$ cat src/design/chm_pkg.sv
package chm_pkg;

   // bucket count is a power of two, so the hash is the low key bits
   localparam int BucketBits  = 4;
   localparam int NumBuckets  = 1 << BucketBits;
   localparam int BucketSlots = 4;
   localparam int SlotBits    = (BucketSlots > 1) ? $clog2(BucketSlots) : 1;
   localparam int TotalSlots  = NumBuckets * BucketSlots;
   localparam int CountBits   = 7;

   // operation codes
   localparam logic [1:0] OpInsert = 2'd0;
   localparam logic [1:0] OpLookup = 2'd1;
   localparam logic [1:0] OpRemove = 2'd2;

   typedef logic [30:0]          key_type;
   typedef logic signed [31:0]   value_type;
   typedef logic [BucketBits-1:0] bucket_type;
   typedef logic [SlotBits-1:0]  slot_idx_type;
   typedef logic [BucketSlots-1:0] slot_vec_type;
   typedef logic [CountBits-1:0] count_type;

   typedef struct packed {
      key_type   key;
      value_type value;
   } slot_type;

   typedef slot_type [BucketSlots-1:0] row_type;

   // outcome of comparing one bucket against a key
   typedef struct packed {
      logic         hit;
      slot_idx_type hit_slot;
      logic         free;
      slot_idx_type free_slot;
   } match_type;

endpackage

$ cat src/design/chm_bucket_ram.sv
module chm_bucket_ram (
   input  logic                clock,
   input  logic                rd_en,
   input  chm_pkg::bucket_type rd_addr,
   output chm_pkg::row_type    rd_data,
   input  logic                wr_en,
   input  chm_pkg::bucket_type wr_addr,
   input  chm_pkg::row_type    wr_data
);
   import chm_pkg::*;

   row_type mem [NumBuckets];
   row_type rd_data_ff;

   // one bucket row per address, registered read
   always_ff @(posedge clock) begin
      if (wr_en) begin
         mem[wr_addr] <= wr_data;
      end
      if (rd_en) begin
         rd_data_ff <= mem[rd_addr];
      end
   end

   assign rd_data = rd_data_ff;

endmodule

$ cat src/design/chm_match.sv
module chm_match (
   input  chm_pkg::key_type      key,
   input  chm_pkg::row_type      row,
   input  chm_pkg::slot_vec_type valid,
   output chm_pkg::match_type    result
);
   import chm_pkg::*;

   // all slots compared side by side, lowest matching and lowest free slot win
   always_comb begin
      result = '0;
      for (int s = BucketSlots - 1; s >= 0; s--) begin
         if (valid[s]) begin
            if (row[s].key == key) begin
               result.hit      = 1'b1;
               result.hit_slot = SlotBits'(s);
            end
         end else begin
            result.free      = 1'b1;
            result.free_slot = SlotBits'(s);
         end
      end
   end

endmodule

$ cat src/design/chained_hash_map.sv
// Key-value map of NumBuckets buckets with BucketSlots slots each.
// Request channel: req_op, req_key, req_value are taken at a rising edge
// where start is high and busy is low. Op insert stores or updates a pair,
// lookup returns the stored value, remove clears the pair.
// Response channel: rsp_valid is high for exactly one cycle with rsp_found,
// rsp_value_out, rsp_status (bucket full on insert) and rsp_entry_count.
// The receiver cannot stall; every response is taken in its strobe cycle.
// Timing: the bucket row is read from a synchronous memory at the accept
// edge, then compared in UPDATE and written back in the cycle after; the
// response is registered at the write-back edge. busy is high for one cycle
// after each accept, so a new request is not taken until the bucket memory
// has been read and written back for the previous one.
// Reset clears all slot valid bits and the pair count at once; the key and
// value memory is not cleared, so a request may follow reset directly.
module chained_hash_map (
   input  logic                clock,
   input  logic                reset,
   input  logic                start,
   output logic                busy,
   input  logic [1:0]          req_op,
   input  chm_pkg::key_type    req_key,
   input  chm_pkg::value_type  req_value,
   output logic                rsp_valid,
   output logic                rsp_found,
   output chm_pkg::value_type  rsp_value_out,
   output logic                rsp_status,
   output chm_pkg::count_type  rsp_entry_count
);
   import chm_pkg::*;

   typedef enum logic {
      IDLE,
      UPDATE
   } state_type;

   state_type  state_ff;
   logic [1:0] op_ff;
   key_type    key_ff;
   value_type  value_ff;
   bucket_type bucket_ff;
   logic [TotalSlots-1:0] valid_ff, valid_in;
   count_type  count_ff, count_in;
   logic       rsp_valid_ff, rsp_found_ff, rsp_status_ff;
   value_type  rsp_value_ff;

   logic       accept;
   row_type    rd_row, wr_row;
   logic       wr_en;
   slot_vec_type bucket_valid, bucket_valid_in;
   match_type  match;
   logic       found_in, status_in;
   value_type  value_out_in;

   assign accept = start && (state_ff == IDLE);
   assign busy   = (state_ff != IDLE);

   chm_bucket_ram u_ram (
      .clock   (clock),
      .rd_en   (accept),
      .rd_addr (req_key[BucketBits-1:0]),
      .rd_data (rd_row),
      .wr_en   (wr_en),
      .wr_addr (bucket_ff),
      .wr_data (wr_row)
   );

   assign bucket_valid = valid_ff[bucket_ff * BucketSlots +: BucketSlots];

   chm_match u_match (
      .key    (key_ff),
      .row    (rd_row),
      .valid  (bucket_valid),
      .result (match)
   );

   // apply the operation to the bucket just read
   always_comb begin
      wr_row          = rd_row;
      wr_en           = 1'b0;
      bucket_valid_in = bucket_valid;
      count_in        = count_ff;
      found_in        = match.hit;
      status_in       = 1'b0;
      value_out_in    = '0;
      unique case (op_ff)
         OpInsert: begin
            if (match.hit) begin
               wr_row[match.hit_slot].value = value_ff;
               wr_en = 1'b1;
            end else if (match.free) begin
               wr_row[match.free_slot].key   = key_ff;
               wr_row[match.free_slot].value = value_ff;
               bucket_valid_in[match.free_slot] = 1'b1;
               wr_en    = 1'b1;
               count_in = count_ff + 1'b1;
            end else begin
               status_in = 1'b1;
            end
         end
         OpLookup: begin
            if (match.hit) begin
               value_out_in = rd_row[match.hit_slot].value;
            end
         end
         OpRemove: begin
            if (match.hit) begin
               bucket_valid_in[match.hit_slot] = 1'b0;
               count_in = count_ff - 1'b1;
            end
         end
         default: begin
         end
      endcase
      if (state_ff != UPDATE) begin
         wr_en = 1'b0;
      end
   end

   // updated valid vector for the whole store
   always_comb begin
      valid_in = valid_ff;
      valid_in[bucket_ff * BucketSlots +: BucketSlots] = bucket_valid_in;
   end

   // request capture
   always_ff @(posedge clock) begin
      if (accept) begin
         op_ff     <= req_op;
         key_ff    <= req_key;
         value_ff  <= req_value;
         bucket_ff <= req_key[BucketBits-1:0];
      end
   end

   // sequencer, valid bits, count and response registers
   always_ff @(posedge clock) begin
      if (reset) begin
         state_ff     <= IDLE;
         valid_ff     <= '0;
         count_ff     <= '0;
         rsp_valid_ff <= 1'b0;
      end else begin
         rsp_valid_ff <= 1'b0;
         unique case (state_ff)
            IDLE: begin
               if (accept) begin
                  state_ff <= UPDATE;
               end
            end
            UPDATE: begin
               valid_ff     <= valid_in;
               count_ff     <= count_in;
               rsp_valid_ff <= 1'b1;
               state_ff     <= IDLE;
            end
            default: begin
               state_ff <= IDLE;
            end
         endcase
      end
   end

   // response payload
   always_ff @(posedge clock) begin
      if (state_ff == UPDATE) begin
         rsp_found_ff  <= found_in;
         rsp_status_ff <= status_in;
         rsp_value_ff  <= value_out_in;
      end
   end

   assign rsp_valid       = rsp_valid_ff;
   assign rsp_found       = rsp_found_ff;
   assign rsp_status      = rsp_status_ff;
   assign rsp_value_out   = rsp_value_ff;
   assign rsp_entry_count = count_ff;

endmodule

$ cat config.mk
export PLATFORM = sky130hd
export DESIGN_NAME = chained_hash_map
export DESIGN_NICKNAME = d
export VERILOG_FILES = /design/src/design/chm_pkg.sv /design/src/design/chm_bucket_ram.sv /design/src/design/chm_match.sv /design/src/design/chained_hash_map.sv
export SDC_FILE = /design/constraint.sdc
export NUM_CORES = 2
export LEC_CHECK = 0
export CAP_MARGIN = 20
export CORE_MARGIN = 2
export CORE_UTILIZATION = 30
export CTS_CLUSTER_SIZE = 25
export DETAILED_ROUTE_END_ITERATION = 10
export DONT_BUFFER_PORTS = 1
export SLEW_MARGIN = 0
export SYNTH_ARGS = -nofsm -noshare
export SYNTH_HDL_FRONTEND = slang
export SYNTH_SLANG_ARGS = --single-unit
$ cat constraint.sdc
create_clock -name clock -period 41.3 [get_ports clock]
set_input_delay 0 -clock clock [delete_from_list [all_inputs] [get_ports clock]]
set_output_delay 0 -clock clock [all_outputs]
set_load 0.02 [all_outputs]
# After elaboration in Yosys (flattened, before gate mapping)
# Memories as Yosys holds them, arrays and structs flattened. A register that Yosys moved wholly into a read port is not among the register bits.
# Index checks and enable logic that the tools add are counted.
[totals]
register_bits = 176
ramBits = 4032
in_bits = 68
out_inout_bits = 43
wordCells = 93
n_memories = 1
[op_classes]
addsub = 3
order_cmp = 4
n_eq_ne = 9
n_shift = 3
n_mux = 49
n_bitwise = 5
n_reduce_logical = 8
[mem_list]
columns = ["name", "words", "word_bits", "read_ports", "rd_clocked_by_memory_dff", "write_ports", "line_no", "text"]
rows = [
  ["u_ram.mem", 16, 252, 1, 1, 1, "chm_bucket_ram.sv:12", "row_type mem [NumBuckets];"],
]
[ops]
columns = ["operator", "count"]
rows = [
  ["$bwmux 252", 3],
  ["$mux 252", 3],
  ["$demux 63 s2", 3],
  ["$bmux 63 s2", 1],
  ["$eq 31x31->1", 4],
  ["$mux 32", 3],
  ["$bwmux 64", 1],
  ["$shift 4x34->64 const A", 1],
  ["$shiftx 4x34->64", 1],
  ["$shiftx 64x7->4", 1],
  ["$mux 63", 1],
  ["$mux 3", 12],
  ["$neg 6->34", 1],
  ["$mux 7", 3],
  ["$pmux 7 s2", 1],
  ["$mux 4", 3],
  ["$mux 1", 11],
  ["$pmux 4 s2", 1],
  ["$add 7x1->7 const B", 1],
  ["$sub 7x1->7 const B", 1],
  ["$lt 2x3->1 const B", 2],
  ["$ne 2x2->1 const B", 3],
  ["$reduce_and 5->1", 1],
  ["$and 4x4->4", 1],
  ["other kinds (13)", 18],
]

# Depth between registers and ports, before layout
[logic_depth]
word_depth = 19
depth_mapped = 13
depth_no_buf = 11

# By module
# From an unflattened synthesis, not the netlist that was laid out.
[unflattened]
cells_unflattened = 7727
hier_area_um2 = 170846.4
[by_module_without_submodules]
columns = ["module", "n_inst", "cells_each", "area_per_inst_um2"]
rows = [
  ["chm_bucket_ram", 1, 6542, 158605.9],
  ["chained_hash_map", 1, 992, 10661.5],
  ["chm_match", 1, 193, 1579.0],
]

# Worst setup path after synthesis
# OpenSTA, ideal clock, no wires.
[synth_timing]
path_kind = "register -> register"
startpoint = "reg state_ff (netlist: busy)"
endpoint = "reg key_ff[0] (enable)"
arrival_time_ps = 14805
setup_slack_ps = 25462
stages_incl_launch_ff = 2
n_path_buf = 0
path_cell_list = "dfxtp_1 -> nor2b_1"
[synth_via]
elab_chain_len = 2
[synth_lines]
columns = ["item", "line_no", "text"]
rows = [
  ["start: declaration", "chained_hash_map.sv:36", "state_type state_ff;"],
  ["start signal: assignment", "chained_hash_map.sv:138", "state_ff <= IDLE;"],
  ["start signal: assignment", "chained_hash_map.sv:147", "state_ff <= UPDATE;"],
  ["start signal: assignment", "chained_hash_map.sv:154", "state_ff <= IDLE;"],
  ["$not 1->1", "--", ""],
  ["$logic_and 1x1->1", "chained_hash_map.sv:54", "assign accept = start && (state_ff == IDLE);"],
  ["named net accept", "chained_hash_map.sv:46", "logic accept;"],
  ["end signal: assignment", "chained_hash_map.sv:129", "key_ff <= req_key;"],
  ["end: declaration", "chained_hash_map.sv:38", "key_type key_ff;"],
]
# The timed path passes the listed nets, and every way through them passes these cells.
# A chain may end at the register's enable or synchronous reset.

# Worst setup path after layout
[layout_timing]
startpoint = "reg key_ff[2]"
endpoint = "mem u_ram.mem[0][23] (netlist bit) (enable)"
[layout_via]
elab_chain_len = 14
elab_cells_between_ends = 17
classes_between = "4 x eq/ne; 13 x mux"
[layout_lines]
columns = ["item", "line_no", "text"]
rows = [
  ["$eq 31x31->1", "chm_match.sv:14", "if (row[s].key == key) begin"],
  ["$mux 3", "chm_match.sv:14", ""],
  ["$mux 3", "chm_match.sv:13", "if (valid[s]) begin"],
  ["$mux 3", "chm_match.sv:14", ""],
  ["$mux 3", "chm_match.sv:13", ""],
  ["$mux 3", "chm_match.sv:14", ""],
  ["$mux 3", "chm_match.sv:13", ""],
  ["$mux 3", "chm_match.sv:14", ""],
  ["$mux 3 (*)", "chm_match.sv:13", ""],
  ["$mux 1 (*)", "chained_hash_map.sv:87", "if (match.hit) begin"],
  ["$mux 1 (*)", "chained_hash_map.sv:85", "unique case (op_ff)"],
  ["$mux 1 (*)", "chained_hash_map.sv:114", "if (state_ff != UPDATE) begin"],
  ["$mux 1 (*)", "chm_bucket_ram.sv:17", "if (wr_en) begin"],
  ["$mux 1 (implied by the code) (*)", "chm_bucket_ram.sv:18", "mem[wr_addr] <= wr_data;"],
  ["end: declaration", "chm_bucket_ram.sv:12", ""],
]
# Mark *: on every way between the ends. The rest lies on a longest branch, timed or not.

==> results.sh <==
export IMPL_status="finished with violations"
export IMPL_violations="slew limit"
export IMPL_async_flop_share_pct=0
export IMPL_start_util_pct=30.16
export IMPL_syn_inst=7056
export IMPL_wl_um=434500
export IMPL_cts_buffer_depth=4
export IMPL_power_leakage_nw=59.05
export IMPL_cp_slowest_cell="buf_4"
export IMPL_clk_latency_ns=0.95
export IMPL_cts_resized=0
export IMPL_synth_edf_count=4383
export IMPL_met3_usage_pct=2.014
export IMPL_tightest_slew_ns=1.596
export IMPL_arrival_ns=8.87
export IMPL_root_buffer="clkbuf_16"
export IMPL_worstPathMaxFanout=49
export IMPL_coreArea_mm2=0.5657
export IMPL_hpwl_um=224700
export IMPL_max_slew_margin_rel_pct=-6.422
export IMPL_most_common_layout_cells="4383 x edfxtp_1, 1250 x mux4_2, 421 x clkbuf_16"
export IMPL_grt_use_met1_pct=20.49
export IMPL_post_route_period_util_pct=20.16
export IMPL_rows=276
export IMPL_synth_avg_cell_area_um2=24.17
export IMPL_drv_slew=131
export IMPL_vias=78127
export IMPL_place_congestion=0.8203
export IMPL_worstSetupStartpointType="flip-flop"
export IMPL_holdCritPathClass="input pin to flip-flop"
export IMPL_clk_pin_slew_worst_paths_ns=0.07
export IMPL_cp_required_ns=41.85
export IMPL_track_usage_pct=14.71
export IMPL_dr_pass1_iters=9
export IMPL_io_buffer_count=0
export IMPL_synth_top_cell_area_share_pct=77.16
export IMPL_synth_seq_cells=4456
export IMPL_met2_usage_pct=24.53
export IMPL_power_density_mw_per_mm2=47.82
export IMPL_fin_skew_ns=0.05277
export IMPL_synth_top_area_cell="edfxtp_1"
export IMPL_synth_cell_types=55
export IMPL_r2r_start="key_ff[2]$_DFFE_PP_"
export IMPL_cts_tree="done"
export IMPL_io_pins=111
export IMPL_routedWlPerCell_um=28.50
export IMPL_htreeDepth=5
export IMPL_crit_chain="xor2_1, nor4_1, nand4_1, or4_1, and4_1, a211oi_2, nand2_1, nor2_4, buf_4, buf_4, buf_4, buf_4"
export IMPL_nets=7462
export IMPL_final_common_cell="edfxtp_1"
export IMPL_grt_pass1_vias=79954
export IMPL_antenna_found_initial=32
export IMPL_worstHoldStart="req_key[3]"
export IMPL_synthTopCellsByArea="edfxtp_1 77%, mux4_2 17%, mux2_2 1.1%, dfxtp_1 0.86%, clkbuf_1 0.53%"
export IMPL_synth_nets=7136
export IMPL_rsz0062_at_grt="false"
export IMPL_drc_errors=0
export IMPL_cp_end_kind="flip-flop"
export IMPL_cts_sinks=4456
export IMPL_die_w_um=758.0
export IMPL_syn_area_mm2=0.1706
export IMPL_setup_worst_path_start="key_ff[2]$_DFFE_PP_"
export IMPL_cpPeakStageDelay_ns=0.93
export IMPL_setup_violations=0
export IMPL_cts_buffers=414
export IMPL_drv_cap=0
export IMPL_yosys_warnings=0
export IMPL_hold_viol_final=0
export IMPL_ir_drop_uv=33.59
export IMPL_crit_top_cell="buf_4"
export IMPL_fin_tns_setup_ns=0
export IMPL_cp_top_family="buffers and inverters"
export IMPL_dieArea_mm2=0.5746
export IMPL_yosysSeqAreaShare_pct=78.02
export IMPL_drive_gt1_share_pct=29.41
export IMPL_syn_to_final_growth_pct=14.30
export IMPL_path_class="flip-flop to flip-flop"
export IMPL_dieHeight_um=758.0
export IMPL_ant_nets=0
export IMPL_max_freq_mhz=120.1
export IMPL_ys_flop_type="edfxtp_1"
export IMPL_viasPerCell=5.125
export IMPL_design_power_total_mw=9.323
export IMPL_post_route_min_period_ns=8.326
export IMPL_busiest_layer="met2"
export IMPL_globalRoute_totalOverflow=0
export IMPL_grt_pass1_wl_um=612700
export IMPL_crit_buf_inv=4
export IMPL_grt_max_degree=214
export IMPL_drtIter0Drc=9369
[state kept, by name, indices dropped and copies added (netlist names), 2 cells and up]
| name | count |
|---|---|
| u_ram.mem | 4032 |
| u_ram.rd_data | 252 |
| valid_ff | 64 |
| rsp_value_out | 32 |
| value_ff | 32 |
| key_ff | 31 |
| rsp_entry_count | 7 |
| op_ff | 2 |
[Yosys cell counts (17+ instances only)]
library cell	instances
dfxtp_1	73
nand4_1	26
xor2_1	31
buf_2	23
mux2_4	60
a211oi_1	43
mux4_2	1250
edfxtp_1	4383
a222oi_1	32
o21ai_0	65
a21oi_1	68
xnor2_1	98
nand3b_1	30
nor4_1	17
clkbuf_1	242
mux2i_1	31
buf_1	106
mux2_2	172
nor2b_1	39
nor2_1	49
nand2_1	89
[metal layers]
| metal | routed length (um) | up-vias |
|---|---|---|
| met1 | 181500 | 43231 |
| met4 | 10190 | 10 |
| met2 | 212900 | 3243 |
| met3 | 29850 | 610 |
| met5 | 60 | - |
| li1 | - | 31033 |
[cell families after synthesis]
kind of cell | count (synthesis) | share of synthesized area [%]
AO/OA/AOI/OAI | 230 | 0.8890
XOR/XNOR | 129 | 0.6624
adder cells (fa/ha/maj) | 12 | 0.09242
buffers and inverters | 395 | 0.9330
flip-flops | 4456 | 78.02
multiplexers | 1525 | 18.44
AND/OR/NAND/NOR | 309 | 0.9705
[what timing repair did]
item                       4_1_cts  5_1_grt
hold endpoints to repair       348        0
setup endpoints to repair        0        0
hold buffers                   136        0
buffers inserted                 0        0
[per-stage QoR]
stage | setup WS (ns) | util, % | instance area [um2] | hold WS (ns) | std cells
floorplan | 25.46 | - | 170600 | 0.09887 | 7056
global placement | 33.13 | 31.84 | 180100 | 0.09895 | 14330
detailed placement | 32.94 | 31.85 | 180200 | 0.09895 | 14333
CTS | 32.89 | 34.45 | 194900 | 0.02322 | 15227
global route | 32.61 | 34.47 | 195000 | 0.03082 | 15240
finish | 32.97 | 34.47 | 195000 | 0.02352 | 15243
[path summary, 6_finish.rpt]
check | end | slack [ns] | cells after the start
max | u_ram.mem[0][23]$_DFFE_PP_ | 32.97 | 12
min | u_ram.rd_data[218]$_DFFE_PP_ | 0.02 | 2
max reg2reg | u_ram.mem[0][23]$_DFFE_PP_ | 32.97 | 12
min reg2reg | valid_ff[40]$_SDFFE_PP0P_ | 0.46 | 2
[final cells by class]
class	instances	area [um2]
inverters	11	42.54
diodes	13	32.53
repair buffers	294	3060
fillers	51679	370700
clock buffers	505	10890
well taps	7506	9392
flip-flops and latches	4456	133100
multi-input cells	2205	36100
clock inverters	253	2372
[power breakdown]
part | internal [mW] | total [mW] | switching, mW
Clock | 2.13 | 3.80 | 1.66
Combinational | 0.176 | 0.448 | 0.272
Sequential | 5.05 | 5.08 | 0.0310
(Power assumes the default switching activity.)
